<file path="src/hw/rtl/bsf_pkg.sv">
package bsf_pkg;

   localparam logic [7:0] FLAG_PATTERN = 8'b01111110;
   localparam int FLAG_LEN = 8;
   localparam int HELD_W = 6;
   localparam int COUNT_W = 3;
   localparam logic [COUNT_W-1:0] STUFF_RUN = 3'd5;
   localparam logic [COUNT_W-1:0] FLAG_LAST_IDX = 3'd7;
   localparam int QUEUE_DEPTH = 4;

   localparam logic DIR_TX = 1'b0;
   localparam logic DIR_RX = 1'b1;

   typedef enum logic [1:0] {
      TAIL_NONE,
      TAIL_FLAG,
      TAIL_STATUS
   } tail_type;

   typedef enum logic [1:0] {
      RX_HUNT,
      RX_DATA,
      RX_TRAIL
   } rx_phase_type;

   typedef enum logic [1:0] {
      STG_HEAD,
      STG_BITS,
      STG_TAIL
   } stage_type;

   // one accepted item expands into: an optional opening flag, up to HELD_W bits, then an optional tail
   typedef struct packed {
      logic               head_flag;
      logic [COUNT_W-1:0] bit_count;
      logic [HELD_W-1:0]  bits;
      tail_type           tail;
      logic               status_end;
      logic               status_err;
   } cmd_type;

endpackage

</file>
<file path="src/hw/rtl/bsf_front.sv">
module bsf_front (
   input  logic             clock,
   input  logic             reset,
   input  logic             req_valid,
   output logic             req_ready,
   input  logic             req_in_bit,
   input  logic             req_frame_last,
   input  logic             csr_write_enable,
   input  logic             csr_direction,
   output logic             push_valid,
   input  logic             push_ready,
   output bsf_pkg::cmd_type push_cmd
);

   logic                                direction_ff, direction_in;
   logic                                frame_open_ff, frame_open_in;
   logic [bsf_pkg::COUNT_W-1:0]         ones_run_ff, ones_run_in;
   bsf_pkg::rx_phase_type               rx_phase_ff, rx_phase_in;
   logic [bsf_pkg::COUNT_W-1:0]         header_count_ff, header_count_in;
   logic                                header_mismatch_ff, header_mismatch_in;
   logic [bsf_pkg::HELD_W-1:0]          held_bits_ff, held_bits_in;
   logic [bsf_pkg::COUNT_W-1:0]         held_count_ff, held_count_in;

   logic                                accept;
   logic [bsf_pkg::COUNT_W-1:0]         tx_base;
   logic [bsf_pkg::COUNT_W-1:0]         tx_run;
   logic                                tx_stuff;
   logic                                mismatch_now;
   logic                                run_full;
   bsf_pkg::cmd_type                    cmd;

   assign accept = req_valid & req_ready;
   assign req_ready = push_ready;
   assign push_valid = accept & (cmd.head_flag | (cmd.bit_count != '0)
                                 | (cmd.tail != bsf_pkg::TAIL_NONE));
   assign push_cmd = cmd;

   assign tx_base = frame_open_ff ? ones_run_ff : '0;
   assign tx_run = req_in_bit ? tx_base + 3'd1 : '0;
   assign tx_stuff = tx_run >= bsf_pkg::STUFF_RUN;
   assign mismatch_now = header_mismatch_ff
                         | (req_in_bit != bsf_pkg::FLAG_PATTERN[header_count_ff]);
   assign run_full = ones_run_ff >= bsf_pkg::STUFF_RUN;

   // receive phase sequencing
   always_comb begin
      rx_phase_in = rx_phase_ff;
      if (direction_ff == bsf_pkg::DIR_RX) begin
         case (rx_phase_ff)
            bsf_pkg::RX_DATA: begin
               if (run_full && req_in_bit) begin
                  rx_phase_in = bsf_pkg::RX_TRAIL;
               end
            end
            bsf_pkg::RX_TRAIL: begin
               rx_phase_in = bsf_pkg::RX_HUNT;
            end
            default: begin
               if (header_count_ff == bsf_pkg::FLAG_LAST_IDX) begin
                  rx_phase_in = bsf_pkg::RX_DATA;
               end
            end
         endcase
      end
   end

   // command and datapath state
   always_comb begin
      cmd = '0;
      cmd.tail = bsf_pkg::TAIL_NONE;
      frame_open_in = frame_open_ff;
      ones_run_in = ones_run_ff;
      header_count_in = header_count_ff;
      header_mismatch_in = header_mismatch_ff;
      held_bits_in = held_bits_ff;
      held_count_in = held_count_ff;
      if (direction_ff == bsf_pkg::DIR_TX) begin
         cmd.head_flag = ~frame_open_ff;
         if (tx_stuff) begin
            cmd.bit_count = 3'd2;
            cmd.bits = {4'b0, req_in_bit, 1'b0};
         end else begin
            cmd.bit_count = 3'd1;
            cmd.bits = {5'b0, req_in_bit};
         end
         cmd.tail = req_frame_last ? bsf_pkg::TAIL_FLAG : bsf_pkg::TAIL_NONE;
         frame_open_in = ~req_frame_last;
         ones_run_in = (req_frame_last | tx_stuff) ? '0 : tx_run;
      end else begin
         case (rx_phase_ff)
            bsf_pkg::RX_DATA: begin
               if (run_full) begin
                  if (!req_in_bit) begin
                     // stuffed zero dropped, held bits are payload
                     cmd.bits = held_bits_ff;
                     cmd.bit_count = held_count_ff;
                  end else begin
                     cmd.tail = bsf_pkg::TAIL_STATUS;
                     cmd.status_end = 1'b1;
                  end
                  held_bits_in = '0;
                  held_count_in = '0;
                  ones_run_in = '0;
               end else if (req_in_bit) begin
                  ones_run_in = ones_run_ff + 3'd1;
                  if (held_count_ff != '0) begin
                     held_bits_in = {held_bits_ff[bsf_pkg::HELD_W-2:0], 1'b1};
                     held_count_in = held_count_ff + 3'd1;
                  end else begin
                     cmd.bit_count = 3'd1;
                     cmd.bits = {5'b0, 1'b1};
                  end
               end else begin
                  cmd.bits = held_bits_ff;
                  cmd.bit_count = held_count_ff;
                  held_bits_in = '0;
                  held_count_in = 3'd1;
                  ones_run_in = '0;
               end
            end
            bsf_pkg::RX_TRAIL: begin
               header_count_in = '0;
               header_mismatch_in = 1'b0;
            end
            default: begin
               if (header_count_ff == bsf_pkg::FLAG_LAST_IDX) begin
                  cmd.tail = bsf_pkg::TAIL_STATUS;
                  cmd.status_err = mismatch_now;
                  header_count_in = '0;
                  header_mismatch_in = 1'b0;
                  ones_run_in = '0;
                  held_bits_in = '0;
                  held_count_in = '0;
               end else begin
                  header_count_in = header_count_ff + 3'd1;
                  header_mismatch_in = mismatch_now;
               end
            end
         endcase
      end
   end

   assign direction_in = csr_direction;

   always_ff @(posedge clock) begin
      if (reset || csr_write_enable) begin
         direction_ff <= reset ? bsf_pkg::DIR_TX : direction_in;
         frame_open_ff <= 1'b0;
         ones_run_ff <= '0;
         rx_phase_ff <= bsf_pkg::RX_HUNT;
         header_count_ff <= '0;
         header_mismatch_ff <= 1'b0;
         held_bits_ff <= '0;
         held_count_ff <= '0;
      end else if (accept) begin
         frame_open_ff <= frame_open_in;
         ones_run_ff <= ones_run_in;
         rx_phase_ff <= rx_phase_in;
         header_count_ff <= header_count_in;
         header_mismatch_ff <= header_mismatch_in;
         held_bits_ff <= held_bits_in;
         held_count_ff <= held_count_in;
      end
   end

endmodule

</file>
<file path="src/hw/rtl/bsf_queue.sv">
module bsf_queue #(
   parameter int DEPTH = bsf_pkg::QUEUE_DEPTH
) (
   input  logic             clock,
   input  logic             reset,
   input  logic             push_valid,
   output logic             push_ready,
   input  bsf_pkg::cmd_type push_cmd,
   output logic             pop_valid,
   input  logic             pop_ready,
   output bsf_pkg::cmd_type pop_cmd
);

   localparam int PTR_W = (DEPTH > 1) ? $clog2(DEPTH) : 1;
   localparam int CNT_W = $clog2(DEPTH + 1);
   localparam logic [PTR_W-1:0] PTR_LAST = PTR_W'(DEPTH - 1);
   localparam logic [CNT_W-1:0] CNT_FULL = CNT_W'(DEPTH);

   bsf_pkg::cmd_type     entries_ff [DEPTH];
   logic [PTR_W-1:0]     wr_ptr_ff, wr_ptr_in;
   logic [PTR_W-1:0]     rd_ptr_ff, rd_ptr_in;
   logic [CNT_W-1:0]     count_ff, count_in;
   logic                 do_push;
   logic                 do_pop;

   assign push_ready = count_ff != CNT_FULL;
   assign pop_valid = count_ff != '0;
   assign pop_cmd = entries_ff[rd_ptr_ff];
   assign do_push = push_valid & push_ready;
   assign do_pop = pop_valid & pop_ready;

   always_comb begin
      wr_ptr_in = wr_ptr_ff;
      rd_ptr_in = rd_ptr_ff;
      count_in = count_ff;
      if (do_push) begin
         wr_ptr_in = (wr_ptr_ff == PTR_LAST) ? '0 : wr_ptr_ff + 1'b1;
      end
      if (do_pop) begin
         rd_ptr_in = (rd_ptr_ff == PTR_LAST) ? '0 : rd_ptr_ff + 1'b1;
      end
      if (do_push && !do_pop) begin
         count_in = count_ff + 1'b1;
      end else if (do_pop && !do_push) begin
         count_in = count_ff - 1'b1;
      end
   end

   always_ff @(posedge clock) begin
      if (reset) begin
         wr_ptr_ff <= '0;
         rd_ptr_ff <= '0;
         count_ff <= '0;
      end else begin
         wr_ptr_ff <= wr_ptr_in;
         rd_ptr_ff <= rd_ptr_in;
         count_ff <= count_in;
      end
   end

   always_ff @(posedge clock) begin
      if (do_push) begin
         entries_ff[wr_ptr_ff] <= push_cmd;
      end
   end

endmodule

</file>
<file path="src/hw/rtl/bsf_back.sv">
module bsf_back (
   input  logic             clock,
   input  logic             reset,
   input  logic             pop_valid,
   output logic             pop_ready,
   input  bsf_pkg::cmd_type pop_cmd,
   output logic             rsp_valid,
   input  logic             rsp_ready,
   output logic             rsp_out_bit,
   output logic             rsp_bit_valid,
   output logic             rsp_frame_end,
   output logic             rsp_flag_error,
   output logic             rsp_last
);

   logic                          active_ff, active_in;
   bsf_pkg::cmd_type              cmd_ff;
   bsf_pkg::stage_type            stage_ff, stage_in;
   logic [bsf_pkg::COUNT_W-1:0]   idx_ff, idx_in;

   logic                          rsp_valid_ff;
   logic                          out_bit_ff, out_bit_in;
   logic                          bit_valid_ff, bit_valid_in;
   logic                          frame_end_ff, frame_end_in;
   logic                          flag_error_ff, flag_error_in;
   logic                          last_ff;

   bsf_pkg::cmd_type              cur_cmd;
   bsf_pkg::stage_type            cur_stage;
   logic [bsf_pkg::COUNT_W-1:0]   cur_idx;
   bsf_pkg::stage_type            start_stage;
   logic [bsf_pkg::COUNT_W-1:0]   start_idx;
   logic                          slot_free;
   logic                          advance;
   logic                          done;

   assign slot_free = ~rsp_valid_ff | rsp_ready;
   assign advance = slot_free & (active_ff | pop_valid);
   assign pop_ready = slot_free & ~active_ff;
   assign cur_cmd = active_ff ? cmd_ff : pop_cmd;

   always_comb begin
      if (pop_cmd.head_flag) begin
         start_stage = bsf_pkg::STG_HEAD;
         start_idx = '0;
      end else if (pop_cmd.bit_count != '0) begin
         start_stage = bsf_pkg::STG_BITS;
         start_idx = pop_cmd.bit_count - 3'd1;
      end else begin
         start_stage = bsf_pkg::STG_TAIL;
         start_idx = '0;
      end
   end

   assign cur_stage = active_ff ? stage_ff : start_stage;
   assign cur_idx = active_ff ? idx_ff : start_idx;

   // next position within the command
   always_comb begin
      stage_in = cur_stage;
      idx_in = cur_idx;
      done = 1'b0;
      case (cur_stage)
         bsf_pkg::STG_HEAD: begin
            if (cur_idx == bsf_pkg::FLAG_LAST_IDX) begin
               if (cur_cmd.bit_count != '0) begin
                  stage_in = bsf_pkg::STG_BITS;
                  idx_in = cur_cmd.bit_count - 3'd1;
               end else if (cur_cmd.tail != bsf_pkg::TAIL_NONE) begin
                  stage_in = bsf_pkg::STG_TAIL;
                  idx_in = '0;
               end else begin
                  done = 1'b1;
               end
            end else begin
               idx_in = cur_idx + 3'd1;
            end
         end
         bsf_pkg::STG_BITS: begin
            if (cur_idx == '0) begin
               if (cur_cmd.tail != bsf_pkg::TAIL_NONE) begin
                  stage_in = bsf_pkg::STG_TAIL;
               end else begin
                  done = 1'b1;
               end
            end else begin
               idx_in = cur_idx - 3'd1;
            end
         end
         bsf_pkg::STG_TAIL: begin
            if (cur_cmd.tail == bsf_pkg::TAIL_FLAG
                && cur_idx != bsf_pkg::FLAG_LAST_IDX) begin
               idx_in = cur_idx + 3'd1;
            end else begin
               done = 1'b1;
            end
         end
         default: begin
            done = 1'b1;
         end
      endcase
   end

   // result for the current position
   always_comb begin
      out_bit_in = 1'b0;
      bit_valid_in = 1'b0;
      frame_end_in = 1'b0;
      flag_error_in = 1'b0;
      case (cur_stage)
         bsf_pkg::STG_HEAD: begin
            out_bit_in = bsf_pkg::FLAG_PATTERN[cur_idx];
            bit_valid_in = 1'b1;
         end
         bsf_pkg::STG_BITS: begin
            out_bit_in = cur_cmd.bits[cur_idx];
            bit_valid_in = 1'b1;
         end
         bsf_pkg::STG_TAIL: begin
            if (cur_cmd.tail == bsf_pkg::TAIL_FLAG) begin
               out_bit_in = bsf_pkg::FLAG_PATTERN[cur_idx];
               bit_valid_in = 1'b1;
               frame_end_in = cur_idx == bsf_pkg::FLAG_LAST_IDX;
            end else begin
               frame_end_in = cur_cmd.status_end;
               flag_error_in = cur_cmd.status_err;
            end
         end
         default: begin
            out_bit_in = 1'b0;
         end
      endcase
   end

   assign active_in = advance ? ~done : active_ff;

   always_ff @(posedge clock) begin
      if (reset) begin
         active_ff <= 1'b0;
         rsp_valid_ff <= 1'b0;
         stage_ff <= bsf_pkg::STG_HEAD;
         idx_ff <= '0;
      end else begin
         active_ff <= active_in;
         if (advance) begin
            rsp_valid_ff <= 1'b1;
            stage_ff <= stage_in;
            idx_ff <= idx_in;
         end else if (rsp_ready) begin
            rsp_valid_ff <= 1'b0;
         end
      end
   end

   always_ff @(posedge clock) begin
      if (advance && !active_ff) begin
         cmd_ff <= pop_cmd;
      end
      if (advance) begin
         out_bit_ff <= out_bit_in;
         bit_valid_ff <= bit_valid_in;
         frame_end_ff <= frame_end_in;
         flag_error_ff <= flag_error_in;
         last_ff <= done;
      end
   end

   assign rsp_valid = rsp_valid_ff;
   assign rsp_out_bit = out_bit_ff;
   assign rsp_bit_valid = bit_valid_ff;
   assign rsp_frame_end = frame_end_ff;
   assign rsp_flag_error = flag_error_ff;
   assign rsp_last = last_ff;

endmodule

</file>
<file path="src/hw/rtl/bit_stuffing_framer_top.sv">
// HDLC-style bit stuffing framer/deframer, at most one bit per transfer on each side.
// csr_direction 0 frames (opening flag, zero after five ones, closing flag
// after the bit marked frame_last); 1 deframes (opening flag check reported in
// a status result, stuffed zeros removed, closing flag reported with
// frame_end). A csr write also clears all framing state; write only when idle.
// The front end takes one input bit per cycle while the queue has room and
// pushes a command into a QUEUE_DEPTH-entry queue; the back end sends one
// result per cycle while rsp_ready is high, starting the next command only
// after the last result of the current one. Results per item: 1 for a plain
// bit, 2 with a stuffed zero, up to 17 for a one-bit transmit frame, 0-6 rx.
module bit_stuffing_framer_top #(
   parameter int QUEUE_DEPTH = bsf_pkg::QUEUE_DEPTH
) (
   input  logic clock,
   input  logic reset,
   input  logic req_valid,
   output logic req_ready,
   input  logic req_in_bit,
   input  logic req_frame_last,
   output logic rsp_valid,
   input  logic rsp_ready,
   output logic rsp_out_bit,
   output logic rsp_bit_valid,
   output logic rsp_frame_end,
   output logic rsp_flag_error,
   output logic rsp_last,
   input  logic csr_write_enable,
   input  logic csr_direction
);

   logic             push_valid;
   logic             push_ready;
   bsf_pkg::cmd_type push_cmd;
   logic             pop_valid;
   logic             pop_ready;
   bsf_pkg::cmd_type pop_cmd;

   bsf_front u_front (
      .clock            (clock),
      .reset            (reset),
      .req_valid        (req_valid),
      .req_ready        (req_ready),
      .req_in_bit       (req_in_bit),
      .req_frame_last   (req_frame_last),
      .csr_write_enable (csr_write_enable),
      .csr_direction    (csr_direction),
      .push_valid       (push_valid),
      .push_ready       (push_ready),
      .push_cmd         (push_cmd)
   );

   bsf_queue #(
      .DEPTH (QUEUE_DEPTH)
   ) u_queue (
      .clock      (clock),
      .reset      (reset),
      .push_valid (push_valid),
      .push_ready (push_ready),
      .push_cmd   (push_cmd),
      .pop_valid  (pop_valid),
      .pop_ready  (pop_ready),
      .pop_cmd    (pop_cmd)
   );

   bsf_back u_back (
      .clock          (clock),
      .reset          (reset),
      .pop_valid      (pop_valid),
      .pop_ready      (pop_ready),
      .pop_cmd        (pop_cmd),
      .rsp_valid      (rsp_valid),
      .rsp_ready      (rsp_ready),
      .rsp_out_bit    (rsp_out_bit),
      .rsp_bit_valid  (rsp_bit_valid),
      .rsp_frame_end  (rsp_frame_end),
      .rsp_flag_error (rsp_flag_error),
      .rsp_last       (rsp_last)
   );

endmodule

</file>
<file path="config.mk">
export PLATFORM = sky130hd
export DESIGN_NAME = bit_stuffing_framer_top
export DESIGN_NICKNAME = d
export VERILOG_FILES = /design/src/hw/rtl/bsf_pkg.sv /design/src/hw/rtl/bsf_front.sv /design/src/hw/rtl/bsf_queue.sv /design/src/hw/rtl/bsf_back.sv /design/src/hw/rtl/bit_stuffing_framer_top.sv
export SDC_FILE = /design/constraint.sdc
export NUM_CORES = 1
export LEC_CHECK = 0
export BUFFER_PORTS_ARGS = -buffer_cell sky130_fd_sc_hd__buf_4
export CORE_MARGIN = 4
export CORE_UTILIZATION = 45
export CTS_BUF_LIST = sky130_fd_sc_hd__clkbuf_2 sky130_fd_sc_hd__clkbuf_4 sky130_fd_sc_hd__clkbuf_8
export DETAILED_ROUTE_END_ITERATION = 16
export SLEW_MARGIN = 40
export SYNTH_ARGS = -nofsm -noshare
export SYNTH_HDL_FRONTEND = slang
export SYNTH_SLANG_ARGS = --single-unit
</file>
<file path="constraint.sdc">
create_clock -name clock -period 3.69 [get_ports clock]
set_input_delay 0 -clock clock [delete_from_list [all_inputs] [get_ports clock]]
set_output_delay 0 -clock clock [all_outputs]
set_load 0.005 [all_outputs]
</file>
* Yosys cells after proc, flatten, opt, wreduce, memory -nomap -nowiden
Memories as Yosys holds them, arrays and structs flattened. A register that Yosys moved wholly into a read port is not among the register bits.
Index checks and enable logic that the tools add are counted.
** Word-level totals
- RAM bits :: 56
- Memories kept :: 3
- Output and inout bits :: 7
- Word-level logic and storage cells :: 197
- Bits in read-only memories :: 16
- Input bits :: 8
- Bits in registers :: 52
** Memory list
- u_queue.entries_ff :: depth 4, width 14, rd ports 1, clocked after memory_dff 1, wr ports 1, RTL line bsf_queue.sv:19 : bsf_pkg::cmd_type entries_ff [DEPTH];
- (name not given) :: depth 8, width 1, rd ports 1, clocked after memory_dff 0, wr ports 0, RTL line bsf_back.sv:112 : out_bit_in = bsf_pkg::FLAG_PATTERN[cur_idx];
- (name not given) :: depth 8, width 1, rd ports 1, clocked after memory_dff 1, wr ports 0, RTL line bsf_front.sv:42 : | (req_in_bit != bsf_pkg::FLAG_PATTERN[header_count_ff]);
** Operators by class
- Equal/unequal tests :: 16
- Bitwise gates (word level) :: 21
- Add/subtract/negate cells :: 12
- Muxes and demuxes :: 86
- $lt $le $gt $ge :: 4
- Reduce and logical (&&, ||, !) cells :: 30
** Operators by type and width (number)
- 3-bit 2-to-1 mux :: 25
- 9-bit 2-to-1 mux :: 4
- 2-bit 2-to-1 mux :: 15
- 6-bit 2-to-1 mux :: 4
- 1-bit 2-to-1 mux :: 21
- 3-bit by 1-bit adder with 3-bit output, second input constant :: 6
- 3-bit case mux with 2 select lines :: 3
- 3-bit nonzero test :: 6
- 13-bit 2-to-1 mux :: 1
- 2-bit case mux with 2 select lines :: 3
- 6-bit case mux with 2 select lines :: 1
- 3-bit by 1-bit subtractor with 3-bit output, second input constant :: 4
- 11-bit 2-to-1 mux :: 1
- 2-bit nonzero test :: 5
- 3-bit inequality test, second input constant :: 3
- 1-bit NOT :: 9
- 3-bit case mux with 3 select lines :: 1
- 2-bit equality test, second input constant :: 4
- 3-bit by 4-bit < comparator with 1-bit output, second input constant :: 2
- 8-bit 2-to-1 mux :: 1
- 7-bit 2-to-1 mux :: 1
- 1-bit AND :: 6
- 2-bit by 1-bit equality test with 1-bit output, second input constant :: 3
- 3-bit equality test, second input constant :: 2
- other kinds (20) :: 38

* Depth between registers and ports, before layout
- Word-level depth :: 15
- Mapped depth :: 17

* Hierarchy
Synthesis repeated with hierarchy kept, for this count alone.
** Second synthesis, totals
- Cell total of the unflattened synthesis :: 435
- Area, all modules :: 5469.0 um2
** By module, submodules not included
- bsf_queue :: cells each 121, area each 2497.4 um2, times used 1
- bsf_back :: cells each 152, area each 1597.8 um2, times used 1
- bsf_front :: cells each 162, area each 1373.8 um2, times used 1

* Worst setup path after synthesis
OpenSTA, ideal clock, no wires.
- Path type :: register to register
- Start :: reg (tool-made name)
- End :: reg u_back.idx_ff[0] (netlist name)
- Required time :: 3.616 ns
- Stages on the path, launching flop included :: 16
- Period minus slack after synthesis :: 3.401 ns
- Library setup time :: 0.074 ns
- Data arrival time :: 3.327 ns
- Path slack :: 0.289 ns
- Path through :: dfxtp_1 -> buf_6 -> mux4_2 -> or2_2 -> inv_1 -> ha_1 -> or3_4 -> nor2_2 -> a21o_4 -> ha_1 -> ha_1 -> clkbuf_1 -> a32oi_1 -> o211ai_1 -> a311o_1 -> a31oi_1
** RTL lines
- to (signal assigned) :: RTL line bsf_back.sv:148 : idx_ff <= idx_in;
- to (decl) :: RTL line bsf_back.sv:19 : logic [bsf_pkg::COUNT_W-1:0] idx_ff, idx_in;

==> results.txt <==
----------------------------------------------------
[Run status]
  Outcome ... finished clean

[Global route]
  Total routing usage reported by global routing ... 16.1%
  Wire length of the first global-routing pass ... 18300 um
  Number of antenna violations at the first check in global routing ... 0
  GRT Residual Overflow ... 0
  Vias in the first global route ... 3744
  Maximum number of pins on one net before global-route repair ... 19

[Layout]
  Area growth from synthesis to layout ... 9.76%
  Antenna diode count ... 0
  Commonest cells after routing, fill and taps aside ... sky130_fd_sc_hd__edfxtp_1 (75), sky130_fd_sc_hd__nor2_1 (43), sky130_fd_sc_hd__dfxtp_1 (36)
  Fillcell total ... 1069
  Layout cells sized above 1 ... 15.5%
  Leading cell type in the layout, fill and taps excluded ... sky130_fd_sc_hd__edfxtp_1
  Total number of nets in the final design ... 531

[Route]
  Detailed-route via count ... 3709
  Total detailed-routing wirelength ... 10800 um
  Number of routed nets with antenna violations ... 0
  Post-DR vias/cell ... 5.71
  Number of DRC violations after detailed-routing iteration 0 ... 275
  # DRC ... 0
  Average wire length per cell after detail routing ... 16.7 um
  Number of detailed-routing iterations run before antenna repair ... 4

[Logic synthesis]
  Share of the synthesized area in the top cell type ... 40.7%
  Synthesized flop and latch total ... 111
  Largest cells by area after synthesis ... sky130_fd_sc_hd__edfxtp_1 (41%), sky130_fd_sc_hd__dfxtp_1 (13%), sky130_fd_sc_hd__ha_1 (5.6%)
  Area of the mapped netlist ... 5540 sq um
  Synth Net Count ... 504
  Number of enable-type register cells in the synthesized netlist ... 75
  Warning count from the yosys run ... 0
  Most frequently used flop master after synthesis ... sky130_fd_sc_hd__edfxtp_1
  Area leader, netlist ... sky130_fd_sc_hd__edfxtp_1
  Cells after Synth ... 470
  Part of the Yosys area used for sequential elements ... 53.7%
  Async S/R FF share, synth ... 0%
  Unique cell type count in the Yosys netlist ... 73
  Mean instance size in the synthesized netlist ... 11.8 sq um

[STA]
  Final hold slack ... 0.0402 ns
  Number of endpoints with negative hold slack in the final report ... 0
  Slew headroom ... 54.5%
  Min Tclk post-route ... 3.49 ns
  Count of final setup violators ... 0
  Setup WS post-layout ... 0.203 ns
  Highest attainable clock frequency ... 287 MHz
  Final Skew ... 0.0105 ns
  Final max-slew violation count ... 0
  Accumulated negative setup slack ... 0 ns
  Final worst-path cycle share ... 94.5%
  Unrepaired setup endpoints after global routing ... no
  Worst Tran Pin Value ... 0.679 ns

[Clock network]
  Maximum root-to-sink buffer count ... 2
  Clock sink count ... 111
  Clock tree from TritonCTS ... built
  Clock insertion delay at the later pin of the skew report ... 0.38 ns
  H-tree Lvls ... 3
  CTS clock-pin slew for the worst setup and hold paths ... 0.10 ns
  Number of buffers inserted during clock tree synthesis ... 9
  Clock root buffer ... sky130_fd_sc_hd__clkbuf_8

[Floorplan]
  Number of placement rows ... 40
  Effective utilization at floorplan ... 46.1%
  Die Y ... 119 um
  Top Ports ... 15
  Die Wd ... 119 um
  Placeable core region ... 12000 sq um
  Total die area ... 14100 sq um

[Place]
  I/O Buffers ... 14
  Post-place setup slack ... 0.261 ns
  Detailed-placement wirelength estimate ... 7850 um
  Final weighted congestion in routability-driven placement ... 0.955

[Power and ir drop]
  Pwr Density ... 624 nW/um^2
  Worst vdd ir ... 184 uV
  Leakage dissipation ... 0.00220 uW

[Critical path]
  R2R cell count ... 14
  Req. time, crit path ... 4.01 ns
  Startpoint-to-endpoint class of the critical path ... reg2reg
  CP endpoint kind ... register
  Crit path launch type ... register
  Crit path max fanout ... 9
  Data arrival at the endpoint of the critical path ... 3.80 ns

[Job]
  Max-capacitance violation count ... 0

[Hold path]
  Worst Hold Path Cells ... 4
  Class of the tightest hold or removal check ... in2reg

----------------------------------------------------
power breakdown:
| group | internal (uW) | switching (uW) | total, uW | leakage (uW) |
|---|---|---|---|---|
| Sequential | 1580 | 110 | 1690 | 0.000991 |
| Clock | 257 | 414 | 671 | 0.0000905 |
| Combinational | 605 | 829 | 1430 | 0.00112 |
| Total | 2440 | 1350 | 3790 | 0.00220 |
path summary, 6_finish.rpt:
path	end	from	slack, ns
max reg2reg	u_back.idx_ff[0]$_SDFFE_PP0P_	register	0.20
min reg2reg	u_front.held_count_ff[0]$_SDFFE_PP0P_	u_front.held_count_ff[0]$_SDFFE_PP0P_	0.49
max	u_back.idx_ff[0]$_SDFFE_PP0P_	register	0.20
min	u_front.header_mismatch_ff$_SDFFE_PP0P_	req_in_bit	0.04
cell families after synthesis:
kind of cell / synth area share, %
multiplexers: 8.79
adder cells (fa/ha/maj): 6.01
AO/OA/AOI/OAI: 14.9
XOR/XNOR: 0.475
buffers and inverters: 3.50
AND/OR/NAND/NOR: 12.6
flip-flops: 53.7
cell usage after synthesis (4+ instances only):
cell type and n:
sky130_fd_sc_hd__a211oi_1 5, sky130_fd_sc_hd__a21oi_1 27, sky130_fd_sc_hd__a22oi_1 6, sky130_fd_sc_hd__a31oi_1 7, sky130_fd_sc_hd__and2_1 10, sky130_fd_sc_hd__buf_1 4
sky130_fd_sc_hd__clkbuf_1 10, sky130_fd_sc_hd__dfxtp_1 36, sky130_fd_sc_hd__edfxtp_1 75, sky130_fd_sc_hd__ha_1 25, sky130_fd_sc_hd__inv_1 24, sky130_fd_sc_hd__mux2i_1 16
sky130_fd_sc_hd__mux4_2 12, sky130_fd_sc_hd__nand2_1 34, sky130_fd_sc_hd__nand2b_1 9, sky130_fd_sc_hd__nand3_1 4, sky130_fd_sc_hd__nand3b_1 6, sky130_fd_sc_hd__nor2_1 43
sky130_fd_sc_hd__nor2b_1 6, sky130_fd_sc_hd__nor3_1 8, sky130_fd_sc_hd__o211ai_1 5, sky130_fd_sc_hd__o21ai_0 13, sky130_fd_sc_hd__or3_1 4
per-stage QoR:
step                total power [uW]  cells  utilization (%)  area [sq um]
floorplan                       2760    470                -          5540
global placement                3110    627             48.6          5840
detailed placement              3140    627             48.6          5840
CTS                             3820    649             50.6          6080
global route                    4040    649             50.6          6080
finish                          3790    649             50.6          6080
repair_timing:
action,CTS,global route
gates resized for setup,0,0
hold endpoints to repair,21,0
setup buffers,0,0
hold buffers,6,0
sequential cells by signal, indices dropped and copies added, names as in the netlist, 3 cells and up, named ones only:
register and count:
u_back.cmd_ff 13, u_queue.entries_ff 56, u_front.held_count_ff 3, u_queue.count_ff 3, u_front.ones_run_ff 3, u_front.held_bits_ff 6, u_back.idx_ff 3, u_front.header_count_ff 3
metal layers:
metal	routed length, um	global-route usage, %	vias up
met2	5500	27.7	76
met3	357	3.09	15
met4	197	6.44	0
met5	0	0	-
li1	-	-	1819
met1	4790	19.8	1799
layout make-up:
class	count	area (sq um)	share of cell area (%)
repair buffers	35	278	4.57
multi-input cells	314	2370	39.0
flip-flops and latches	111	2970	48.9
clock inverters	6	43.8	0.721
inverters	26	97.6	1.61
clock buffers	10	131	2.16
well taps	147	184	3.03
critical path, cell delays in order (launching register included):
cell and delay [ns]:
sky130_fd_sc_hd__dfxtp_1 0.42, sky130_fd_sc_hd__buf_4 0.26, sky130_fd_sc_hd__mux4_2 0.54, sky130_fd_sc_hd__buf_4 0.20, sky130_fd_sc_hd__a211o_1 0.25, sky130_fd_sc_hd__nand2_1 0.21, sky130_fd_sc_hd__inv_1 0.07, sky130_fd_sc_hd__ha_1 0.21
sky130_fd_sc_hd__ha_1 0.24, sky130_fd_sc_hd__inv_1 0.13, sky130_fd_sc_hd__nor3_1 0.07, sky130_fd_sc_hd__o21ai_0 0.16, sky130_fd_sc_hd__o211ai_1 0.14, sky130_fd_sc_hd__a311o_1 0.37, sky130_fd_sc_hd__a31oi_1 0.14
(Power assumes the default switching activity.)
